## src/rtl/core/assert_macros.svh

```systemverilog
// Concurrent assertion helpers, clocked on clk and held off during reset
`ifndef ASSERT_MACROS_SVH
`define ASSERT_MACROS_SVH

// Check that a property holds at every rising edge of clk
`define ASSERT_CLK(label, prop, msg) \
  label: assert property (@(posedge clk) disable iff (!rst_n) (prop)) else $error(msg);

// Check that a condition never holds
`define ASSERT_NEVER(label, cond, msg) \
  label: assert property (@(posedge clk) disable iff (!rst_n) !(cond)) else $error(msg);

`endif

```

## src/rtl/core/sdcrc_pkg.sv

```systemverilog
`default_nettype none
package sdcrc_pkg;

  localparam int unsigned LANES     = 4;
  localparam int unsigned CRC_W     = 16;
  localparam int unsigned CRC_BYTES = 8;
  localparam logic [CRC_W-1:0] CRC_POLY = 16'h1021;

  typedef logic [LANES-1:0][CRC_W-1:0] lane_arr_t;
  typedef logic [CRC_BYTES*8-1:0]      crc_block_t;
  typedef logic [2:0]                  byte_idx_t;

  localparam byte_idx_t LAST_IDX = 3'd7;

  function automatic logic [CRC_W-1:0] crc_bit_step(input logic [CRC_W-1:0] crc,
                                                    input logic bit_in);
    logic fb;
    logic [CRC_W-1:0] nxt;
    fb  = crc[CRC_W-1] ^ bit_in;
    nxt = {crc[CRC_W-2:0], 1'b0};
    if (fb) begin
      nxt = nxt ^ CRC_POLY;
    end
    return nxt;
  endfunction

  // advance every lane by the high then the low nibble bit of one byte
  function automatic lane_arr_t lanes_advance(input lane_arr_t lanes,
                                              input logic [7:0] data);
    lane_arr_t res;
    for (int l = 0; l < LANES; l++) begin
      res[l] = crc_bit_step(crc_bit_step(lanes[l], data[7-l]), data[3-l]);
    end
    return res;
  endfunction

  // interleave the lane CRCs into the transmit byte order, first byte on top
  function automatic crc_block_t lanes_pack(input lane_arr_t lanes);
    crc_block_t blk;
    blk = '0;
    for (int k = 0; k < CRC_BYTES; k++) begin
      for (int l = 0; l < LANES; l++) begin
        blk[(CRC_BYTES-1-k)*8 + 7 - l] = lanes[l][15 - 2*k];
        blk[(CRC_BYTES-1-k)*8 + 3 - l] = lanes[l][14 - 2*k];
      end
    end
    return blk;
  endfunction

endpackage
`default_nettype wire

```

## src/rtl/core/sdcrc_if.sv

```systemverilog
`default_nettype none
interface sdcrc_in_if;
  logic       valid;
  logic       ready;
  logic [7:0] data_byte;
  logic       block_end;

  modport source (output valid, output data_byte, output block_end, input ready);
  modport sink   (input valid, input data_byte, input block_end, output ready);
endinterface

interface sdcrc_out_if;
  logic       valid;
  logic       ready;
  logic [7:0] crc_byte;
  logic       crc_final;

  modport source (output valid, output crc_byte, output crc_final, input ready);
  modport sink   (input valid, input crc_byte, input crc_final, output ready);
endinterface
`default_nettype wire

```

## src/rtl/core/sd_four_line_data_crc16.sv

```systemverilog
// Four-lane CRC16 generator for data blocks on an SD 4-bit bus.
// in_chan (sink): one block byte per transfer, data_byte with block_end set
//   on the final byte. Each byte advances all four lane CRCs by two bits.
// out_chan (source): after a byte with block_end, eight interleaved CRC
//   bytes, crc_final set on the eighth.
// Output: the block's CRC bytes are registered, or wait in the holding buffer
//   below; they follow one per cycle while out_chan.ready is high.
// Throughput: one data byte per cycle while in_chan.ready is high. The CRC
//   bytes drain from a shift register with a one-block holding buffer behind
//   it, so input keeps flowing while a block's CRC is sent. in_chan.ready
//   drops only when that holding buffer is full, i.e. when a second block ends
//   before the first block's CRC has finished draining.
// Stall: with out_chan.ready low the current CRC byte holds.
// Reset (rst_n low, synchronous): lane CRCs clear to zero and any pending
//   CRC output is dropped.
`default_nettype none
`include "assert_macros.svh"
module sd_four_line_data_crc16 (
  input  wire             clk,
  input  wire             rst_n,
  sdcrc_in_if.sink        in_chan,
  sdcrc_out_if.source     out_chan
);

  sdcrc_pkg::lane_arr_t  lane_r, lane_nxt;
  sdcrc_pkg::crc_block_t emit_buf_r, emit_buf_nxt;
  sdcrc_pkg::crc_block_t pend_buf_r, pend_buf_nxt;
  sdcrc_pkg::byte_idx_t  emit_cnt_r, emit_cnt_nxt;
  logic                  emit_vld_r, emit_vld_nxt;
  logic                  pend_vld_r, pend_vld_nxt;

  logic                  in_xfer;
  logic                  out_xfer;
  logic                  emit_done;
  logic                  emit_free;
  sdcrc_pkg::lane_arr_t  lane_adv;
  sdcrc_pkg::crc_block_t snap;

  assign in_chan.ready      = !pend_vld_r;
  assign in_xfer            = in_chan.valid && in_chan.ready;
  assign out_chan.valid     = emit_vld_r;
  assign out_chan.crc_byte  = emit_buf_r[sdcrc_pkg::CRC_BYTES*8-1 -: 8];
  assign out_chan.crc_final = (emit_cnt_r == sdcrc_pkg::LAST_IDX);
  assign out_xfer           = out_chan.valid && out_chan.ready;
  assign emit_done          = out_xfer && (emit_cnt_r == sdcrc_pkg::LAST_IDX);
  assign emit_free          = !emit_vld_r || emit_done;

  assign lane_adv = sdcrc_pkg::lanes_advance(lane_r, in_chan.data_byte);
  assign snap     = sdcrc_pkg::lanes_pack(lane_adv);

  always_comb begin
    lane_nxt     = lane_r;
    emit_buf_nxt = emit_buf_r;
    emit_cnt_nxt = emit_cnt_r;
    emit_vld_nxt = emit_vld_r;
    pend_buf_nxt = pend_buf_r;
    pend_vld_nxt = pend_vld_r;

    // advance or retire the block being sent
    if (out_xfer) begin
      if (emit_done) begin
        emit_cnt_nxt = '0;
        emit_vld_nxt = pend_vld_r;
        emit_buf_nxt = pend_buf_r;
        pend_vld_nxt = 1'b0;
      end else begin
        emit_cnt_nxt = emit_cnt_r + 3'd1;
        emit_buf_nxt = {emit_buf_r[sdcrc_pkg::CRC_BYTES*8-9:0], 8'h00};
      end
    end

    if (in_xfer) begin
      if (in_chan.block_end) begin
        lane_nxt = '0;
        if (emit_free) begin
          emit_buf_nxt = snap;
          emit_cnt_nxt = '0;
          emit_vld_nxt = 1'b1;
        end else begin
          pend_buf_nxt = snap;
          pend_vld_nxt = 1'b1;
        end
      end else begin
        lane_nxt = lane_adv;
      end
    end
  end

  always_ff @(posedge clk) begin
    if (!rst_n) begin
      lane_r     <= '0;
      emit_cnt_r <= '0;
      emit_vld_r <= 1'b0;
      pend_vld_r <= 1'b0;
    end else begin
      lane_r     <= lane_nxt;
      emit_cnt_r <= emit_cnt_nxt;
      emit_vld_r <= emit_vld_nxt;
      pend_vld_r <= pend_vld_nxt;
    end
  end

  always_ff @(posedge clk) begin
    emit_buf_r <= emit_buf_nxt;
    pend_buf_r <= pend_buf_nxt;
  end

  `ASSERT_CLK(a_pend_behind_emit, pend_vld_r |-> emit_vld_r, "pending CRC without active block")
  `ASSERT_CLK(a_end_starts_emit, in_xfer && in_chan.block_end |=> emit_vld_r, "block end did not start CRC output")
  `ASSERT_CLK(a_stall_holds, emit_vld_r && !out_chan.ready |=> emit_vld_r && $stable(emit_cnt_r), "stalled CRC byte moved")
  `ASSERT_NEVER(a_no_overflow, in_xfer && in_chan.block_end && pend_vld_r, "block end accepted with full holding buffer")

endmodule
`default_nettype wire
```

## src/flat_wrapper.sv

```systemverilog
// flat-port wrapper written by rule: the top's interface ports become plain ports
module sd_four_line_data_crc16_flat 
  (clk, rst_n, in_chan_valid, in_chan_data_byte, in_chan_block_end, in_chan_ready, out_chan_valid, out_chan_crc_byte, out_chan_crc_final, out_chan_ready);
  sdcrc_in_if in_chan_i ();
  sdcrc_out_if out_chan_i ();
  input  wire clk;
  input  wire rst_n;
  input wire logic [$bits(in_chan_i.valid)-1:0] in_chan_valid;
  input wire logic [$bits(in_chan_i.data_byte)-1:0] in_chan_data_byte;
  input wire logic [$bits(in_chan_i.block_end)-1:0] in_chan_block_end;
  output wire logic [$bits(in_chan_i.ready)-1:0] in_chan_ready;
  output wire logic [$bits(out_chan_i.valid)-1:0] out_chan_valid;
  output wire logic [$bits(out_chan_i.crc_byte)-1:0] out_chan_crc_byte;
  output wire logic [$bits(out_chan_i.crc_final)-1:0] out_chan_crc_final;
  input wire logic [$bits(out_chan_i.ready)-1:0] out_chan_ready;
  assign in_chan_i.valid = in_chan_valid;
  assign in_chan_i.data_byte = in_chan_data_byte;
  assign in_chan_i.block_end = in_chan_block_end;
  assign in_chan_ready = in_chan_i.ready;
  assign out_chan_valid = out_chan_i.valid;
  assign out_chan_crc_byte = out_chan_i.crc_byte;
  assign out_chan_crc_final = out_chan_i.crc_final;
  assign out_chan_i.ready = out_chan_ready;
  sd_four_line_data_crc16 u_core (.clk(clk), .rst_n(rst_n), .in_chan(in_chan_i), .out_chan(out_chan_i));
endmodule
```

## config.mk

```make
export PLATFORM = sky130hd
export DESIGN_NAME = sd_four_line_data_crc16_flat
export DESIGN_NICKNAME = d
export VERILOG_FILES = /design/src/rtl/core/sdcrc_pkg.sv /design/src/rtl/core/sdcrc_if.sv /design/src/rtl/core/sd_four_line_data_crc16.sv /design/src/flat_wrapper.sv
export VERILOG_INCLUDE_DIRS = /design/src /design/src/rtl/core
export SDC_FILE = /design/constraint.sdc
export NUM_CORES = 1
export LEC_CHECK = 0
export BUFFER_PORTS_ARGS = -buffer_cell sky130_fd_sc_hd__buf_2
export CAP_MARGIN = 20
export CORE_MARGIN = 8
export CORE_UTILIZATION = 54
export CTS_CLUSTER_DIAMETER = 60
export DETAILED_ROUTE_END_ITERATION = 8
export GPL_ROUTABILITY_DRIVEN = 0
export PLACE_DENSITY = 0.71
export SYNTH_ARGS = -nofsm -noshare
export SYNTH_HDL_FRONTEND = slang
export SYNTH_SLANG_ARGS = --single-unit
export TNS_END_PERCENT = 1
```

## constraint.sdc

```tcl
create_clock -name clk -period 7.43 [get_ports clk]
set_clock_uncertainty 0.15 [all_clocks]
set_input_delay 0.743 -clock clk [delete_from_list [all_inputs] [get_ports clk]]
set_output_delay 0.743 -clock clk [all_outputs]
set_load 0.005 [all_outputs]
```

Word level (Yosys, flattened, before mapping)
Index checks and enable logic that the tools add are counted.
- add/subtract/negate cells: 1
- equal/unequal tests: 1
- multiplexer cells: 29
- bitwise gates (word level): 17
- reductions and logical operators: 7
- operators by type and width (cell ; count):
    two-way mux 64 bit ; 6
    two-way mux 13 bit ; 8
    NOT 3 bit ; 8
    two-way mux 3 bit ; 5
    two-way mux 1 bit ; 10
    XOR 1 bit ; 8
    adder 3 x 1 -> 3 bit, second input constant ; 1
    == test 3 bit, second input constant ; 1
    logical AND 1 bit ; 3
    AND reduction 3 bit ; 1
    logical NOT 1 bit ; 2
    logical OR 1 bit ; 1
    NOT 1 bit ; 1
- register bits after elaboration: 197
- output and inout bits: 11
- word-level logic and storage cells: 64

Logic depth before layout (Yosys ltp)
- depth after elaboration: 7
- depth in mapped cells: 8
- depth with buffers taken out: 5

Worst setup path before layout
OpenSTA, ideal clock, no wires.
- path kind: input to register
- start point: in out_chan_ready
- end point: reg u_core.pend_buf_r[0], enable pin
- setup time: 0.582 ns
- arrival time: 5.960 ns
- required time: 6.698 ns
- slack: 0.739 ns
- stages on the path: 4
- buffers on the path: 2
- path through: and2_1 buf_4 buf_2 a211oi_1
- word-level cells in the longest chain between the ends: 5
- RTL lines (item ; RTL line ; text):
    start: declaration ; flat_wrapper.sv:15 ; input wire logic [$bits(out_chan_i.ready)-1:0] out_chan_ready;
    logical AND 1 bit ; sd_four_line_data_crc16.sv:44 ; assign out_xfer = out_chan.valid && out_chan.ready;
    logical AND 1 bit ; sd_four_line_data_crc16.sv:45 ; assign emit_done = out_xfer && (emit_cnt_r == sdcrc_pkg::LAST_IDX);
    logical OR 1 bit ; sd_four_line_data_crc16.sv:46 ; assign emit_free = !emit_vld_r || emit_done;
    NOT 1 bit (no source line) ; - ;
    AND reduction 3 bit (no source line) ; - ;
    end signal: assignment ; sd_four_line_data_crc16.sv:105 ; pend_buf_r <= pend_buf_nxt;
    end: declaration ; sd_four_line_data_crc16.sv:27 ; sdcrc_pkg::crc_block_t pend_buf_r, pend_buf_nxt;
Every way passes these cells.
A chain may end at the register's enable or synchronous reset.

Worst setup path after layout
- start point: reg u_core.emit_cnt_r[0]
- end point: reg u_core.emit_buf_r[10]
- word-level cells in the longest chain between the ends: 7
- elaborated cells on any way between the ends: 8
- those cells by class: eq/ne (1); mux (5); reduce/logical (2)
- RTL lines (item ; RTL line ; text):
    start: declaration ; sd_four_line_data_crc16.sv:28 ; sdcrc_pkg::byte_idx_t emit_cnt_r, emit_cnt_nxt;
    start signal: assignment ; sd_four_line_data_crc16.sv:97 ; emit_cnt_r <= emit_cnt_nxt;
    == test 3 bit (*) ; sd_four_line_data_crc16.sv:45 ;
    logical AND 1 bit (*) ; sd_four_line_data_crc16.sv:45 ;
    two-way mux 64 bit ; sd_four_line_data_crc16.sv:61 ; if (emit_done) begin
    two-way mux 64 bit ; sd_four_line_data_crc16.sv:60 ; if (out_xfer) begin
    two-way mux 64 bit ; sd_four_line_data_crc16.sv:75 ; if (emit_free) begin
    two-way mux 64 bit ; sd_four_line_data_crc16.sv:73 ; if (in_chan.block_end) begin
    two-way mux 64 bit (*) ; sd_four_line_data_crc16.sv:72 ; if (in_xfer) begin
    via u_core.emit_buf_nxt[10] ; sd_four_line_data_crc16.sv:26 ; sdcrc_pkg::crc_block_t emit_buf_r, emit_buf_nxt;
    end signal: assignment ; sd_four_line_data_crc16.sv:104 ; emit_buf_r <= emit_buf_nxt;
    end: declaration ; sd_four_line_data_crc16.sv:26 ;
The timed path passes the listed nets; every way through them passes the cells marked *.

==> PnR_summary.wiki <==
{| class="wikitable"
! Metric !! Value
|-
| Run status || completed
|-
| Pre-CTS setup slack || around 3.9 ns
|-
| Number of vias after detailed routing || between 5000 and 6000
|-
| Post-synthesis instance area || about 8400 µm²
|-
| Worst vdd rail ir drop || 233 µV
|-
| Count of buffer and inverter cells on the critical path || 1
|-
| Type of element capturing the critical path || flip-flop
|-
| Root Buffer Master || clkbuf_16
|-
| Net switching share of the total power || 23.6%
|-
| Tmin final || 3.47 ns
|-
| Routed Wire Length || between 15000 and 20000 µm
|-
| Clock sink total || 197
|-
| Number of instances in the synthesized netlist || around 730
|-
| Startpoint types || flip-flop
|-
| Maximum level of the CTS H-tree || 4
|-
| Leakage Power || 3.17 nW
|-
| Total setup buffers inserted after CTS || 0
|-
| Clock tree from TritonCTS || built
|-
| Via count of the first global-routing pass || between 5000 and 6000
|-
| Arr. time, crit path || approximately 3.6 ns
|-
| Core Footprint || between 15000 and 20000 µm²
|-
| Internal cell power || 1.86 mW
|-
| Top area cells in the synthesized netlist || dfxtp_1 (32%), edfxtp_1 (23%), a21oi_1 (9.1%), mux2i_1 (7.0%), mux2_2 (5.0%)
|-
| Vertical die dimension || ~140 µm
|-
| RSZ-0062 raised after global routing || no
|-
| Number of iterations in the first detailed-routing pass || 5
|-
| Summed negative setup slack over all endpoints || 0 ns
|-
| Proportion of power drawn by combinational gates || between 10% and 20%
|-
| Filler cell count || approximately 1200
|-
| Number of placed I/O pins || 24
|-
| Most common library cell in the layout ignoring fill and taps || a21oi_1
|-
| Input/output buffers || 23
|-
| Detailed-route DRC error count || 0
|-
| Horizontal extent of the die || 141 µm
|-
| PnR worst setup slack || just under 4 ns
|-
| Routed len/inst || around 19 µm
|-
| Maximum number of pins on one net before global-route repair || 65
|-
| Final Net Count || 723
|-
| Final non-filler cell total || 907
|-
| Post-DP HPWL || 9600 µm
|-
| Required @ worst endpoint || roughly 7.6 ns
|-
| Slew at the pin with the worst max-slew slack || 1.13 ns
|-
| Layout area overhead || 7.00%
|-
| Share of layout cells above drive strength 1 || 18.9%
|-
| Final count of hold timing violations || 0
|-
| Mapped Nets || 740
|-
| Detailed router's first-iteration violation count || about 320
|-
| Number of buffers inserted for hold repair after clock tree synthesis || 0
|-
| Most used cells in the layout excluding fill and tap cells || a21oi_1 (153), dfxtp_1 (132), edfxtp_1 (64)
|-
| ANT cells || 0
|-
| Number of placed instances with taps included || roughly 880
|-
| Worst relative slew slack || 24.8%
|-
| Final critical-path share of the clock period || between 40% and 50%
|-
| Number of warnings printed during yosys synthesis || 0
|-
| Portion of total power attributed to the clock network || a little over a third
|-
| Synthesis-stage register bit count || slightly below 200
|-
| Reg power frac || 51.7%
|-
| Initial core utilization || a little under three fifths
|-
| Sum of overflow across all layers after global routing || 0
|-
| Number of antenna-violating nets in the routed design || 0
|-
| Clk Latency, worst-skew pair || about 0.43 ns
|-
| Max-capacitance violation count || 0
|-
| Type of the worst min-delay path || flip-flop to flip-flop
|-
| Final cell utilization of the core || roughly three fifths
|-
| First-pass GRT wire length || between 20000 and 30000 µm
|-
| Buffer levels on the longest clock path || 2
|-
| Final setup viols || 0
|-
| Number of buffers created by CTS || 17
|-
| Post-detailed-route via-to-cell ratio || roughly 5.9
|-
| Worst-path cell chain || ha_1 > ha_4 > nand2_1 > a21oi_4 > buf_4 > mux2_2
|-
| Site row count || 45
|-
| Clock-pin transition on the worst setup and hold timing paths || about 0.06 ns
|-
| Resized Gates After CTS || 0
|-
| Final Max Tran Viols || 0
|-
| Cell type group with the largest total delay on the critical path || compound AO/OA/AOI/OAI gates
|-
| Power dissipated by switching net loads || roughly 0.58 mW
|-
| Post-synthesis area per instance || 11.6 µm²
|-
| Sequential cell area fraction in the yosys report || a little over half
|-
| GR Util All Layers || a little under a fifth
|-
| Start-to-end type of the worst setup path || flip-flop to flip-flop
|-
| Unique cell type count in the Yosys netlist || 38
|-
| F_max || approximately 0.29 GHz
|-
| Portion of synthesized cell area occupied by the leading cell type || roughly a third
|-
| Worst path max stage delay || just under 0.9 ns
|-
| Pwr dens || ~270 nW/µm²
|-
| Largest fanout on the critical path || 42
|-
| Cell taking the most area after synthesis || dfxtp_1
|-
| Die Area || between 15000 and 20000 µm²
|-
| Antenna violations before repair || 0
|-
| Master of the slowest instance on the critical path || a21oi_4
|}
tightest hold or removal path, delay by kind of cell, from the launching register on:
family / cells / cell delay, ns
DFF: 1 / 0.32
and+or+nand+nor: 1 / 0.05
AOI/OAI and AO/OA: 1 / 0.05
power by group through the flow:
stage	Clock, mW	Combinational, mW	Sequential, mW
3_3_place_gp	0	0.301	1.28
3_5_place_dp	0	0.313	1.28
5_1_grt	0.919	0.351	1.27
4_1_cts	0.880	0.316	1.26
2_1_floorplan	0	0.270	1.26
6_report	0.866	0.314	1.26
Yosys cell counts:
cell,count
buf_12,2
a21oi_4,1
xor2_2,8
a22oi_1,8
mux2i_1,59
nor3b_2,1
buf_1,1
nor2_2,1
clkbuf_1,21
a21oi_1,153
buf_4,17
nor2b_1,2
xor2_1,16
nor2_1,9
o21ai_0,9
nand2_1,42
clkbuf_2,1
buf_6,6
nand3_1,1
nand2b_1,1
nor3_1,3
nand4_1,8
a211oi_1,1
mux2_2,37
inv_2,1
edfxtp_1,64
mux2_4,20
ha_1,2
nand3b_1,40
a221oi_1,1
mux2_1,7
dfxtp_1,133
buf_2,21
nand3b_4,1
inv_1,9
nor3_4,1
and2_1,1
a22o_1,16
sequential cells by signal, summed over array words and instances, names as in the netlist:
signal                 cells
u_core.emit_cnt_r          3
u_core.out_chan.valid      1
u_core.pend_vld_r          1
u_core.lane_r             64
u_core.emit_buf_r         64
u_core.pend_buf_r         64
through the flow:
| stage | power (mW) | instance area, µm² | hold slack [ns] |
|---|---|---|---|
| after global routing | 2.54 | 9010 | 0.334 |
| final | 2.44 | 9010 | 0.313 |
| after global placement | 1.58 | 8450 | 0.301 |
| after detailed placement | 1.60 | 8450 | 0.306 |
| after CTS | 2.46 | 9010 | 0.315 |
| after floorplan | 1.53 | 8420 | 0.294 |
layout make-up:
type,count,area [µm²],area share [%]
clock buffers,26,509,5.65
clock inverters,4,45.0,0.500
inverters,10,37.5,0.417
multi-input cells,449,3400,37.8
flip-flops and latches,197,4590,50.9
well taps,188,235,2.61
repair buffers,33,190,2.11
metal layers:
layer  GRT usage [%]  vias to the layer above  part of all wire, %
met3            3.27                       32                  4.8
li1                -                     2557                    -
met4            8.82                        0                  2.3
met1            21.3                     2659                   42
met2            31.2                      140                   50
met5               0                        -                    0
worst paths after layout:
path / endpoint / cells after the start / slack, ns / startpoint
min: u_core.lane_r[10] / 2 / 0.31 / u_core.lane_r[10]
max: u_core.emit_buf_r[10] / 6 / 3.96 / u_core.emit_cnt_r[0]
min reg2reg: u_core.lane_r[10] / 2 / 0.31 / u_core.lane_r[10]
max reg2reg: u_core.emit_buf_r[10] / 6 / 3.96 / u_core.emit_cnt_r[0]
cell families (layout without fill, tap and decap cells):
logic type	after synthesis	in the layout	share of synthesized area, %
buf+inv	79	73	5.53
flops	197	197	54.5
fa+ha+maj	2	2	0.297
compound gates	189	189	12.4
mux	123	123	16.5
xor+xnor	24	24	3.21
simple gates	111	111	7.63
No activity file was read; power rests on OpenSTA's default activity.
